===== config.mk =====
export PLATFORM = sky130hd
export DESIGN_NAME = touch_contact_tracker
export DESIGN_NICKNAME = d
export VERILOG_FILES = /design/src/sv/tct_pkg.sv /design/src/sv/tct_front.sv /design/src/sv/tct_queue.sv /design/src/sv/tct_back.sv /design/src/sv/touch_contact_tracker.sv
export SDC_FILE = /design/constraint.sdc
export NUM_CORES = 1
export LEC_CHECK = 0
export BUFFER_PORTS_ARGS = -buffer_cell sky130_fd_sc_hd__buf_2
export CORE_ASPECT_RATIO = 0.9
export CORE_MARGIN = 5
export CORE_UTILIZATION = 39
export CTS_BUF_LIST = sky130_fd_sc_hd__clkbuf_16
export DETAILED_ROUTE_END_ITERATION = 6
export GPL_TIMING_DRIVEN = 0
export PLACE_DENSITY = 0.54
export SLEW_MARGIN = 30
export SYNTH_ARGS = -nofsm -noshare
export SYNTH_HDL_FRONTEND = slang
export SYNTH_HIERARCHICAL = 1
export SYNTH_SLANG_ARGS = --single-unit

===== constraint.sdc =====
create_clock -name clk -period 8.9 [get_ports clk]
set_input_delay 1.335 -clock clk [delete_from_list [all_inputs] [get_ports clk]]
set_output_delay 1.335 -clock clk [all_outputs]
set_load 0.05 [all_outputs]

===== src/sv/tct_pkg.sv =====
// Shared types and constants of the touch contact tracker.
// No dependencies; used by every module of the block.
`timescale 1ns / 1ps

package tct_pkg;

  localparam int SLOTS_DEFAULT = 10;
  localparam int QUEUE_DEPTH   = 2;
  localparam int COORD_W       = 12;
  localparam int SLOT_W        = 4;
  localparam int LIMIT_W       = 4;

  localparam logic [LIMIT_W-1:0] LIMIT_RESET = 4'd10;

  localparam logic KIND_POINT = 1'b0;
  localparam logic KIND_EOR   = 1'b1;

  localparam logic [1:0] EV_BEGIN = 2'd0;
  localparam logic [1:0] EV_MOVE  = 2'd1;
  localparam logic [1:0] EV_END   = 2'd2;

  // Register index as decoded from paddr[2].
  localparam logic REG_FINGER_LIMIT = 1'b0;

  typedef struct packed {
    logic               kind;
    logic [COORD_W-1:0] pos_x;
    logic [COORD_W-1:0] pos_y;
    logic [SLOT_W-1:0]  contact_number;
  } in_item_t;

  typedef struct packed {
    logic [1:0]         event_res;
    logic [COORD_W-1:0] out_x;
    logic [COORD_W-1:0] out_y;
    logic [SLOT_W-1:0]  slot;
    logic               last;
  } res_item_t;

  typedef enum logic {
    OP_POINT,
    OP_SCAN
  } q_op_t;

  typedef struct packed {
    q_op_t              op;
    logic [COORD_W-1:0] x;
    logic [COORD_W-1:0] y;
    logic [SLOT_W-1:0]  id;
  } q_entry_t;

  typedef struct packed {
    logic full;
    logic avail;
  } q_stat_t;

endpackage


===== src/sv/tct_front.sv =====
// Front end: accepts transactions, counts points per report, drops bad points.
// Depends on tct_pkg; feeds tct_queue.
`timescale 1ns / 1ps

module tct_front (
  input  logic                         clk,
  input  logic                         rst,
  input  logic                         start,
  input  tct_pkg::in_item_t            item,
  input  logic [tct_pkg::LIMIT_W-1:0]  lim,
  input  tct_pkg::q_stat_t             stat,
  output logic                         busy,
  output logic                         push,
  output tct_pkg::q_entry_t            push_entry
);

  logic [tct_pkg::LIMIT_W-1:0] count;
  logic [tct_pkg::LIMIT_W-1:0] count_next;
  logic                        accept;
  logic                        drop;

  assign busy   = stat.full;
  assign accept = start && !stat.full;

  assign drop = (count >= lim) || (item.contact_number == '0) ||
                (item.contact_number > lim);

  always_comb begin
    push_entry.x  = item.pos_x;
    push_entry.y  = item.pos_y;
    push_entry.id = item.contact_number - tct_pkg::SLOT_W'(1);
    if (item.kind == tct_pkg::KIND_EOR) begin
      push_entry.op = tct_pkg::OP_SCAN;
      push          = accept;
      count_next    = '0;
    end else begin
      push_entry.op = tct_pkg::OP_POINT;
      push          = accept && !drop;
      count_next    = (count == '1) ? count : count + tct_pkg::LIMIT_W'(1);
    end
  end

  always_ff @(posedge clk) begin
    if (rst) begin
      count <= '0;
    end else if (accept) begin
      count <= count_next;
    end
  end

endmodule


===== src/sv/tct_queue.sv =====
// Short FIFO between the classifying front end and the slot engine.
// Depends on tct_pkg.
`timescale 1ns / 1ps

module tct_queue (
  input  logic              clk,
  input  logic              rst,
  input  logic              push,
  input  tct_pkg::q_entry_t push_entry,
  input  logic              pop,
  output tct_pkg::q_entry_t head,
  output tct_pkg::q_stat_t  stat
);

  localparam int Depth = tct_pkg::QUEUE_DEPTH;
  localparam int PtrW  = (Depth > 1) ? $clog2(Depth) : 1;
  localparam int CntW  = $clog2(Depth + 1);

  tct_pkg::q_entry_t mem [Depth];
  logic [PtrW-1:0]   wr_ptr;
  logic [PtrW-1:0]   rd_ptr;
  logic [CntW-1:0]   fill;

  assign head       = mem[rd_ptr];
  assign stat.full  = (fill == CntW'(Depth));
  assign stat.avail = (fill != '0);

  always_ff @(posedge clk) begin
    if (push) begin
      mem[wr_ptr] <= push_entry;
    end
  end

  always_ff @(posedge clk) begin
    if (rst) begin
      wr_ptr <= '0;
      rd_ptr <= '0;
      fill   <= '0;
    end else begin
      if (push) begin
        wr_ptr <= (wr_ptr == PtrW'(Depth - 1)) ? '0 : wr_ptr + PtrW'(1);
      end
      if (pop) begin
        rd_ptr <= (rd_ptr == PtrW'(Depth - 1)) ? '0 : rd_ptr + PtrW'(1);
      end
      if (push && !pop) begin
        fill <= fill + CntW'(1);
      end else if (pop && !push) begin
        fill <= fill - CntW'(1);
      end
    end
  end

endmodule


===== src/sv/tct_back.sv =====
// Slot engine: applies points to the slot store and scans for released contacts.
// Depends on tct_pkg; drains tct_queue and drives the result register.
`timescale 1ns / 1ps

module tct_back #(
  parameter int MAX_SLOTS = tct_pkg::SLOTS_DEFAULT
) (
  input  logic                         clk,
  input  logic                         rst,
  input  tct_pkg::q_entry_t            head,
  input  tct_pkg::q_stat_t             stat,
  input  logic [tct_pkg::LIMIT_W-1:0]  lim,
  output logic                         pop,
  output logic                         res_strobe,
  output tct_pkg::res_item_t           res
);

  localparam int SlotW = (MAX_SLOTS > 1) ? $clog2(MAX_SLOTS) : 1;

  typedef enum logic {
    S_IDLE,
    S_SCAN
  } state_t;

  state_t                      state;
  logic [tct_pkg::COORD_W-1:0] slot_x [MAX_SLOTS];
  logic [tct_pkg::COORD_W-1:0] slot_y [MAX_SLOTS];
  logic [MAX_SLOTS-1:0]        pressed;
  logic [MAX_SLOTS-1:0]        seen;

  logic [MAX_SLOTS-1:0]        lim_mask;
  logic [MAX_SLOTS-1:0]        pend;
  logic [MAX_SLOTS-1:0]        pick_oh;
  logic [SlotW-1:0]            pick_idx;
  logic [SlotW-1:0]            rd_idx;
  logic [tct_pkg::COORD_W-1:0] rd_x;
  logic [tct_pkg::COORD_W-1:0] rd_y;

  always_comb begin
    for (int i = 0; i < MAX_SLOTS; i++) begin
      lim_mask[i] = (tct_pkg::LIMIT_W'(i) < lim);
    end
  end

  assign pend    = pressed & ~seen & lim_mask;
  assign pick_oh = pend & (~pend + MAX_SLOTS'(1));

  always_comb begin
    pick_idx = '0;
    for (int i = MAX_SLOTS - 1; i >= 0; i--) begin
      if (pend[i]) begin
        pick_idx = SlotW'(i);
      end
    end
  end

  assign rd_idx = (state == S_SCAN) ? pick_idx : head.id[SlotW-1:0];
  assign rd_x   = slot_x[rd_idx];
  assign rd_y   = slot_y[rd_idx];
  assign pop    = (state == S_IDLE) && stat.avail;

  always_ff @(posedge clk) begin
    if (rst) begin
      state      <= S_IDLE;
      pressed    <= '0;
      seen       <= '0;
      res_strobe <= 1'b0;
      for (int i = 0; i < MAX_SLOTS; i++) begin
        slot_x[i] <= '0;
        slot_y[i] <= '0;
      end
    end else begin
      res_strobe <= 1'b0;
      case (state)
        S_IDLE: begin
          if (stat.avail) begin
            if (head.op == tct_pkg::OP_POINT) begin
              if ((rd_x != head.x) || (rd_y != head.y)) begin
                res_strobe    <= 1'b1;
                res.event_res <= pressed[rd_idx] ? tct_pkg::EV_MOVE : tct_pkg::EV_BEGIN;
                res.out_x     <= head.x;
                res.out_y     <= head.y;
                res.slot      <= head.id;
                res.last      <= 1'b1;
                pressed[rd_idx] <= 1'b1;
              end
              slot_x[rd_idx] <= head.x;
              slot_y[rd_idx] <= head.y;
              seen[rd_idx]   <= 1'b1;
            end else begin
              state <= S_SCAN;
            end
          end
        end
        S_SCAN: begin
          if (pend != '0) begin
            res_strobe    <= 1'b1;
            res.event_res <= tct_pkg::EV_END;
            res.out_x     <= rd_x;
            res.out_y     <= rd_y;
            res.slot      <= tct_pkg::SLOT_W'(pick_idx);
            res.last      <= ((pend & ~pick_oh) == '0);
            pressed[rd_idx] <= 1'b0;
          end else begin
            seen  <= '0;
            state <= S_IDLE;
          end
        end
        default: begin
          state <= S_IDLE;
        end
      endcase
    end
  end

endmodule


===== src/sv/touch_contact_tracker.sv =====
// Top level of the touch contact tracker: APB register, front end, queue, slot engine.
// Depends on tct_pkg, tct_front, tct_queue and tct_back.
`timescale 1ns / 1ps

// A transaction is taken when start is high and busy is low. A point gives at most
// one result in the slot engine; an end of report sends the slot engine into its
// scan state, which gives one touch-end result per released slot in slot order,
// last set on the final one, before it returns to idle.
// A two-entry queue sits in front of the slot engine; busy rises only while it is
// full. Results appear on res for exactly one cycle with res_strobe high and cannot
// be held off. finger_limit (byte address 0) should only be written with the block
// idle.

module touch_contact_tracker #(
  parameter int MAX_SLOTS = tct_pkg::SLOTS_DEFAULT
) (
  input  logic               clk,
  input  logic               rst,
  input  logic               start,
  output logic               busy,
  input  tct_pkg::in_item_t  item,
  output logic               res_strobe,
  output tct_pkg::res_item_t res,
  input  logic               psel,
  input  logic               penable,
  input  logic               pwrite,
  input  logic [2:0]         paddr,
  input  logic [31:0]        pwdata,
  output logic [31:0]        prdata,
  output logic               pready
);

  logic [tct_pkg::LIMIT_W-1:0] finger_limit;
  logic [tct_pkg::LIMIT_W-1:0] lim;
  logic                        push;
  logic                        pop;
  tct_pkg::q_entry_t           push_entry;
  tct_pkg::q_entry_t           head;
  tct_pkg::q_stat_t            stat;

  assign pready = 1'b1;
  assign prdata = (paddr[2] == tct_pkg::REG_FINGER_LIMIT) ?
                  {28'd0, finger_limit} : 32'd0;

  always_ff @(posedge clk) begin
    if (rst) begin
      finger_limit <= tct_pkg::LIMIT_RESET;
    end else if (psel && penable && pwrite && pready &&
                 (paddr[2] == tct_pkg::REG_FINGER_LIMIT)) begin
      finger_limit <= pwdata[tct_pkg::LIMIT_W-1:0];
    end
  end

  assign lim = (finger_limit > tct_pkg::LIMIT_W'(MAX_SLOTS)) ?
               tct_pkg::LIMIT_W'(MAX_SLOTS) : finger_limit;

  tct_front u_front (
    .clk        (clk),
    .rst        (rst),
    .start      (start),
    .item       (item),
    .lim        (lim),
    .stat       (stat),
    .busy       (busy),
    .push       (push),
    .push_entry (push_entry)
  );

  tct_queue u_queue (
    .clk        (clk),
    .rst        (rst),
    .push       (push),
    .push_entry (push_entry),
    .pop        (pop),
    .head       (head),
    .stat       (stat)
  );

  tct_back #(
    .MAX_SLOTS (MAX_SLOTS)
  ) u_back (
    .clk        (clk),
    .rst        (rst),
    .head       (head),
    .stat       (stat),
    .lim        (lim),
    .pop        (pop),
    .res_strobe (res_strobe),
    .res        (res)
  );

endmodule


**After elaboration in Yosys (flattened, before gate mapping)**

Memories as Yosys holds them, arrays and structs flattened. A register that Yosys moved wholly into a read port is not among the register bits.
Index checks and enable logic that the tools add are counted.

- Bits in registers: 65
- Logic and storage cells: 155
- RAM bits: 298
- Output and inout port bits: 66
- Memories: 3

- $add $sub $neg: 7
- Bitwise logic cells: 14
- Reduce and logical (&&, ||, !) cells: 27
- Equal/unequal tests: 10
- Muxes and demuxes: 65
- $lt $le $gt $ge: 15

Memory list:

| memory | words | width | read ports | clocked after memory_dff | write ports | line | text |
|---|---|---|---|---|---|---|---|
| u_back.slot_x | 10 | 12 | 1 | 0 | 10 | tct_back.sv:26 | `logic [tct_pkg::COORD_W-1:0] slot_x [MAX_SLOTS];` |
| u_back.slot_y | 10 | 12 | 1 | 0 | 10 | tct_back.sv:27 | `logic [tct_pkg::COORD_W-1:0] slot_y [MAX_SLOTS];` |
| u_queue.mem | 2 | 29 | 1 | 1 | 1 | tct_queue.sv:19 | `tct_pkg::q_entry_t mem [Depth];` |

Operator list:

| operator | count |
|---|---|
| two-way mux 31 bit | 4 |
| two-way mux 10 bit | 7 |
| two-way mux 4 bit | 17 |
| case mux 31 bit (2 select lines) | 1 |
| AND 10 bit | 5 |
| inverter 10 bit | 4 |
| case mux 10 bit (2 select lines) | 2 |
| two-way mux 1 bit | 26 |
| two-way mux 12 bit | 2 |
| != test 12 bit | 2 |
| OR reduction 12 bit | 2 |
| bitwise OR 10 bit | 2 |
| less-than comparator 3 x 4 -> 1 bit (first input constant) | 4 |
| adder 10 x 1 -> 10 bit (second input constant) | 1 |
| zero test 10 bit | 1 |
| != test 2 bit (second input constant) | 5 |
| nonzero test 10 bit | 1 |
| logical AND 1 bit | 9 |
| less-than comparator 1 x 4 -> 1 bit (first input constant) | 2 |
| less-than comparator 2 x 4 -> 1 bit (first input constant) | 2 |
| less-than comparator 4 bit (first input constant) | 2 |
| less-than comparator 4 x 5 -> 1 bit (second input constant) | 1 |
| AND reduction 5 bit | 1 |
| adder 4 x 1 -> 4 bit (second input constant) | 1 |
| other kinds (23) | 34 |

**Depth between registers and ports, before layout**

Gate-level depths: netlist (run 1).

- Depth in word-level cells: 24
- Mapped depth: 21

**Modules after synthesis**

Netlist (run 1), hierarchy kept.

By module, submodules not included:

| module | cells each | instances | area each (um2) |
|---|---|---|---|
| tct_back | 1610 | 1 | 19650.1 |
| tct_queue | 112 | 1 | 2302.2 |
| tct_front | 78 | 1 | 648.1 |
| touch_contact_tracker | 58 | 1 | 470.5 |

**Least setup slack after synthesis (run 1)**

OpenSTA, ideal clock, no wires.

- Kind: register to register
- From: register finger_limit[2] (netlist name)
- To: register, netlist name u_back/res[0]
- Data arrival time: 5213 ps
- Path slack: 3257 ps
- Buffers on the path: 6
- Required time: 8471 ps
- Cell stages (with the launch flop): 21
- Library setup time: 429 ps
- Period minus slack after synthesis: 5643 ps
- Path through: dfxtp_1 -> a21o_1 -> buf_6 -> or4_1 -> and3_1 -> buf_6 -> o31ai_4 -> o21ai_2 -> clkinv_2 -> buf_6 -> buf_4 -> buf_2 -> mux2i_1 -> o22ai_1 -> nor4_1 -> xnor2_1 -> nor3_1 -> nand4_1 -> nor4_2 -> buf_4 -> a21oi_1

- Word-level cells in the longest chain between the ends: 20
- Elaborated cells on any way between the ends: 33
- Those cells by class: 11 x order compare; 4 x eq/ne; 12 x mux; 1 x bitwise; 3 x reduce/logical; 2 x memory

RTL lines:

| element | line | text |
|---|---|---|
| start, declared | touch_contact_tracker.sv:33 | `logic [tct_pkg::LIMIT_W-1:0] finger_limit;` |
| start signal, assigned | touch_contact_tracker.sv:47 | `finger_limit <= tct_pkg::LIMIT_RESET;` |
| start signal, assigned | touch_contact_tracker.sv:50 | `finger_limit <= pwdata[tct_pkg::LIMIT_W-1:0];` |
| > comparator 4 bit (*) | touch_contact_tracker.sv:54 | `assign lim = (finger_limit > tct_pkg::LIMIT_W'(MAX_SLOTS)) ?` |
| two-way mux 4 bit (*) | touch_contact_tracker.sv:54 |  |
| named net lim, one bit | touch_contact_tracker.sv:34 | `logic [tct_pkg::LIMIT_W-1:0] lim;` |
| less-than comparator 4 bit | tct_back.sv:41 | `lim_mask[i] = (tct_pkg::LIMIT_W'(i) < lim);` |
| AND 10 bit (*) | tct_back.sv:45 | `assign pend = pressed & ~seen & lim_mask;` |
| two-way mux 4 bit (10 in series) | tct_back.sv:51 | `if (pend[i]) begin` |
| two-way mux 4 bit | tct_back.sv:57 | `assign rd_idx = (state == S_SCAN) ? pick_idx : head.id[SlotW-1:0];` |
| memory (10 x 12 bit), on equally long branches | n/a |  |
| != test 12 bit | tct_back.sv:78 | `if ((rd_x != head.x) \|\| (rd_y != head.y)) begin` |
| logical OR 1 bit | tct_back.sv:78 |  |
| != test 2 bit (no line) | n/a |  |
| AND reduction 5 bit (no line) (*) | n/a |  |

The timed path passes the listed nets; every way through them passes the cells marked *.
A chain may end at the register's enable or synchronous reset.

**Worst setup path in the final report (run 1)**

- From: register finger_limit[3] (netlist name)
- To: register, netlist name u_back/res[26]

- Word-level cells in the longest chain between the ends: 20
- Elaborated cells on any way between the ends: 33
- Those cells by class: 11 x order compare; 4 x eq/ne; 12 x mux; 1 x bitwise; 3 x reduce/logical; 2 x memory

RTL lines:

| element | line |
|---|---|
| > comparator 4 bit (*) | touch_contact_tracker.sv:54 |
| two-way mux 4 bit (*) | touch_contact_tracker.sv:54 |
| named net lim, one bit | touch_contact_tracker.sv:34 |
| less-than comparator 4 bit | tct_back.sv:41 |
| AND 10 bit (*) | tct_back.sv:45 |
| two-way mux 4 bit (10 in series) | tct_back.sv:51 |
| two-way mux 4 bit | tct_back.sv:57 |
| memory (10 x 12 bit), on equally long branches | n/a |
| != test 12 bit | tct_back.sv:78 |
| logical OR 1 bit | tct_back.sv:78 |
| != test 2 bit (no line) | n/a |
| AND reduction 5 bit (no line) (*) | n/a |

Marks and branches as above.

==> impl_metrics.toml, run 1 <==
[status]
outcome = "finished, final reports clean"

[clock_network]
clockRootBuffer = "clkbuf_16"
cts_resized = 0
cts_htree_levels = 2
numCtsBuffers = 54
cts.reportedPaths.clkPinSlew_ps = 60
cts_setup_buffers = 0
clk_path_buf_depth = 3
cts_sinks = 508
clock_latency_ps = 620
hold_buffers = 0
cts_tree = "built"

[yosys]
syn-instance-count = 1858
yosys_warnings = 6
synth.area.top_cells = "edfxtp_1 (62%), mux2i_1 (3.9%), and2_1 (3.2%), nand2_1 (3.1%), dfxtp_1 (3.0%)"
ys_ff_latch = 508
synthesis.area_um2 = 23100
synth_edf_count = 473
synth.distinct_cells = 70
synthArstFlopShare_pct = 0
synth_top_area_share_pct = 61.6
seq_area_frac_synth_pct = 64.6
synthFlopType = "edfxtp_1"
syn_area_per_cell_um2 = 12.4
synth_area_leader_cell = "edfxtp_1"

[timing]
period_needed_ps = 6990
tightest_slew_ps = 1080
setup_viol = 0
slew_headroom_pct = 27.9
fin_skew_ps = 28.4
rsz0062_at_grt = "false"
period_share_pct = 78.6
hold_viol_final = 0
fmax_mhz = 143
drv_slew = 0
worst_slack_ps = 1910

[placed_design]
hpwl_um = 51100
place_inst = 2736
port_buffers = 52
gp_congestion = 0.902
place_ws_ps = 2110

[power_and_ir_drop]
internal_power_uw = 4860
p_comb_share_pct = 37.5
ir_drop_uv = 170
p_per_area_nw_per_um2 = 298
power.share.clock_pct = 26.1
power.leakage_uw = 0.0100
finalPower_uw = 7980
pwr-share-seq_pct = 36.3
power.share.switching_pct = 39.1
p_switching_uw = 3120

[route]
drc = 0
initialDrtViolationCount = 1672
routed_wl_um = 74300
viasPerCell = 5.62
postRouteAntennaNets = 0
vias = 15900
post_drt_wl_per_cell_um = 26.2
drtPass1Iterations = 5

[global_routing]
grt_pass1_vias = 15400
grt_max_degree = 30
grt_use_total_pct = 22.8
gr-total-overflow = 0
grt_first_pass_wirelength_um = 106000
grt_antenna_before_repair = 2

[layout]
layout.cells.non_filler = 2832
post-route-util_pct = 45.7
fillers = 5293
diodes = 0
syn_to_final_growth_pct = 16.0
finalNetCount = 2099
seq_area_um2 = 14900
drive_gt1_share_pct = 16.6
layout_common_cells = "edfxtp_1 (473), nand2_1 (189), nor2_1 (121)"
final_common_cell = "edfxtp_1"
multi_input_area_um2 = 7150

[worst_setup_path]
cp.arrival_ps = 7350
setup.worst_path.end_class = "flop"
worstPathCellList = "o21ai_0, and2_1, or4_1, a31oi_1, nand4_1, a21o_1, nand4_1, clkbuf_1, o22ai_1, nor3_1, a21oi_1, nor4_1, nand4_1, nor4_2, buf_4, a21oi_4, buf_16, buf_16"
cp.required_ps = 9250
slowest_stage = "clkbuf_1"
max_stage_delay_ps = 770
crit_type = "flop to flop"
cp-start-kind = "flop"
crit_top_cell = "nand4_1"
cp_max_fo = 12

[floorplan]
dieArea_um2 = 64100
die_w_um = 266
core_um2 = 58500
ios = 136
start_util_pct = 39.4
rows = 84
die_height_um = 241

[run]
max-cap-violations = 0

[min_path]
min_path_type = "flop to flop"
==> registers in the layout, summed over array words and instances (netlist names), named ones only <==
signal	cells
finger_limit	4
u_back/res	31
u_back/res_strobe	1
u_back/seen	10
u_back/slot_x	192
u_back/slot_y	192
u_back/state	1
u_front/count	4
u_queue/fill	2
u_queue/mem	58
u_queue/rd_ptr	1
u_queue/wr_ptr	1
==> power groups by stage <==
| stage | Sequential (µW) | Clock, µW | Combinational (µW) |
|---|---|---|---|
| floorplan | 3040 | 0 | 1690 |
| global placement | 2960 | 0 | 2850 |
| detailed placement | 2950 | 0 | 2940 |
| CTS | 2900 | 2130 | 2950 |
| global route | 2910 | 2230 | 3140 |
| finish | 2900 | 2090 | 2990 |
==> cells by family (layout without fill, tap and decap cells) <==
kind of cell / Yosys count / in the layout / share of synthesized area [%]
DFF: 508 / 508 / 64.6
and+or+nand+nor: 630 / 630 / 13.5
AOI/OAI and AO/OA: 301 / 301 / 8.45
adders and majority gates: 12 / 12 / 0.640
other: 2 / 29 / 0.0326
muxes: 143 / 143 / 6.69
xor gates and xnor gates: 16 / 16 / 0.607
buffers and inverters: 246 / 419 / 5.51
==> stage by stage <==
stage	TNS, ps	hold slack [ps]	area, µm²
after floorplan	0	406	23200
after global placement	-22490	436	24400
after detailed placement	0	423	25200
after CTS	0	451	26800
after global routing	0	466	26800
final	0	459	26800
==> layer usage <==
metal  wire [µm]  global-route usage (%)  part of all wire (%)  up-vias
met3        7490                    4.94                    10      162
met5           0                       0                     0        -
li1            -                       -                     -     7051
met1       31800                    32.7                    43     7849
met4        2460                    6.68                   3.3        0
met2       32600                    35.1                    44      840
==> worst max-delay path, delay by kind of cell (launching register included) <==
family                 cells  cell delay, ps
AND/OR/NAND/NOR            8            3530
AO/OA/AOI/OAI              6            1260
flip-flops                 1             410
buffers and inverters      4            1490
==> synth_stat cells (all sizes together), types with 19 or more instances <==
cell     number
mux2i        89
mux2         50
o2111ai      21
o211ai       46
clkbuf       87
buf          94
nand2       192
inv          62
dfxtp        35
o21ai        29
nand3        20
and3         66
a21oi       108
edfxtp      473
nor3         47
o22ai        43
a31oi        19
nor2        126
and2        117
==> cell type report <==
type	instances	area share, %
clock buffer	54	5.05
clock inverter	42	0.972
sequential	508	55.7
tap	774	3.62
buffer	181	3.86
timing repair buffer	77	3.20
inverter	65	0.916
multi-input combinational	1131	26.7
==> path summary, 6_finish.rpt <==
kind / slack, ps / cells after the start / end / startpoint
setup reg to reg: 1910 / 18 / u_back/res[26] / finger_limit[3]
setup / recovery: 1910 / 18 / u_back/res[26] / finger_limit[3]
hold reg to reg: 460 / 0 / u_back/res[30] / u_back/state
hold / removal: 460 / 0 / u_back/res[30] / u_back/state
Note: power is estimated with default switching activity, not from simulation.
==> run 2: changes to the inputs <==
--- a/config.mk
+++ b/config.mk
@@ -12,7 +12,7 @@
 export CTS_BUF_LIST = sky130_fd_sc_hd__clkbuf_16
 export DETAILED_ROUTE_END_ITERATION = 6
 export GPL_TIMING_DRIVEN = 0
-export PLACE_DENSITY = 0.54
+export PLACE_DENSITY = 0.56
 export SLEW_MARGIN = 30
 export SYNTH_ARGS = -nofsm -noshare
 export SYNTH_HDL_FRONTEND = slang
==> constraint.sdc (replaced) <==
create_clock -name clk -period 6.05 [get_ports clk]
set_input_delay 0.9075 -clock clk [delete_from_list [all_inputs] [get_ports clk]]
set_output_delay 0.9075 -clock clk [all_outputs]
set_load 0.05 [all_outputs]
==> run 2 against run 1 <==
Effect of this change: die area unchanged; total power up 51%; cell count up 0.56%; worst hold slack better by 1.5 ps; non-clock buffer count up 14; clock skew down 6.0 ps; critical path depth down 1; critical endpoint is now u_back/slot_y[6][4].
==> impl_metrics.toml, run 2 (synthesis results as in run 1) <==
[worst_setup_path]
cp.required_ps = 6520
worst-r2r-cell-count = 17
cp_max_fo = 10
cp_num_cells = 17
r2r-start = "finger_limit[2]"
setup.worst_path.end_class = "flop"
cp-start-kind = "flop"
worstPathCellList = "o21ai_0, and2_2, or4_1, and3_1, buf_6, o31ai_4, o21ai_4, clkinv_4, buf_6, buf_4, buf_4, buf_2, buf_1, nand3_1, nor2_1, clkbuf_1, and2_1"
critPathLaunch = "finger_limit[2]"
cp.arrival_ps = 6440
crit_type = "flop to flop"
slowest_stage = "clkbuf_1"
path_buf_inv = 8
max_stage_delay_ps = 710
path_delay_family = "buffers and inverters"

[floorplan]
die_w_um = 266
ios = 136
start_util_pct = 39.4
core_um2 = 58500
dieArea_um2 = 64100
rows = 84
die_height_um = 241

[timing]
hold_viol_final = 0
setup_viol = 0
period_needed_ps = 5980
period_share_pct = 98.8
drv_slew = 0
fin_skew_ps = 22.3
slew_headroom_pct = 24.5
fmax_mhz = 167
rsz0062_at_grt = "false"
tightest_slew_ps = 1130
setup_tns_ps = 0

[run]
max-cap-violations = 0

[power_and_ir_drop]
pwr-share-seq_pct = 35.3
internal_power_uw = 7410
p_per_area_nw_per_um2 = 443
p_comb_share_pct = 38.3
power.share.switching_pct = 38.6
power.leakage_uw = 0.0102
p_switching_uw = 4660
power.share.clock_pct = 26.3
ir_drop_uv = 259

[route]
drtPass1Iterations = 5
drc = 0
postRouteAntennaNets = 0
vias = 16200
post_drt_wl_per_cell_um = 26.1
initialDrtViolationCount = 1928
routed_wl_um = 74300
viasPerCell = 5.68

[global_routing]
grt_first_pass_wirelength_um = 106000
gr-total-overflow = 0
grt_pass1_vias = 15600
grt_antenna_before_repair = 1
grt_use_total_pct = 22.6
grt_max_degree = 30

[layout]
final_common_cell = "edfxtp_1"
finalNetCount = 2113
top_regs = "u_back/slot_x x192, u_back/slot_y x192, u_queue/mem x58"
post-route-util_pct = 46.5
fillers = 5203
drive_gt1_share_pct = 19.3
syn_to_final_growth_pct = 18.0
layout_common_cells = "edfxtp_1 (473), nand2_1 (189), nor2_1 (121)"

[placed_design]
gp_congestion = 0.901
port_buffers = 52
hpwl_um = 50900

[clock_network]
clock_latency_ps = 610
numCtsBuffers = 54
cts_tree = "built"
cts.reportedPaths.clkPinSlew_ps = 70
clk_path_buf_depth = 3
clockRootBuffer = "clkbuf_16"
cts_sinks = 508
cts_htree_levels = 2

[min_path]
worstHoldPathCells = 0
worstHoldStart = "u_back/state"
min_path_type = "flop to flop"

[status]
outcome = "finished, final reports clean"
-- run 2: cell types whose count changed in the layout (fill, tap and decap cells not counted), sizes merged, moves of 2 or more --
cell,change
buf,+13
clkbuf,+2
clkinv,+5
bufinv,+2
diode,+3
inv,-8
-- run 2: worst paths after layout --
check                                           end  slack (ps)
worst max-delay path            u_back/slot_y[6][4]          70
worst min-delay path                 u_back/res[30]         460
worst max register to register  u_back/slot_y[6][4]          70
worst min register to register       u_back/res[30]         460
-- run 2: repair_timing --
item / in CTS / in global routing
endpoints found under the setup margin: 40 / 34
pin swaps: 7 / 12
resized for setup: 31 / 37
setup buffers: 6 / 8
hold buffers: 0 / 0
-- run 2: cell type report --
type                    instances  area, µm²  share of cell area (%)
clock buffers                  55       1380                    5.05
multi-input cells            1131       7350                    27.0
flip-flops and latches        508      14900                    54.7
plain buffers                 181       1080                    3.97
well taps                     774        968                    3.56
repair buffers                 91        996                    3.66
inverters                      65        249                   0.914
clock inverters                40        290                    1.07
diodes                          3       7.51                  0.0276
-- run 2: per-stage QoR --
step | total power (µW) | std cells | instance area, µm² | hold slack (ps) | setup slack, ps
floorplan | 6970 | 1885 | 23200 | 406 | 407
global placement | 8500 | 2711 | 24400 | 432 | -3180
detailed placement | 8640 | 2736 | 25200 | 426 | -649
CTS | 11900 | 2837 | 27000 | 449 | 12.1
global route | 12500 | 2845 | 27200 | 458 | 7.80
finish | 12100 | 2848 | 27200 | 460 | 72.4
-- run 2: per-layer routing --
| layer | track usage (%) | part of all wire [%] |
|---|---|---|
| met5 | 0 | 0 |
| met2 | 35.2 | 45 |
| met3 | 4.96 | 9.9 |
| met4 | 6.55 | 3.2 |
| met1 | 32.1 | 42 |
-- run 2: power by group through the flow --
stage	clock (µW)	sequential [µW]	combinational, µW
2_1_floorplan	0	4480	2490
3_3_place_gp	0	4350	4150
3_5_place_dp	0	4340	4300
4_1_cts	3230	4270	4430
5_1_grt	3380	4290	4820
6_report	3180	4270	4630
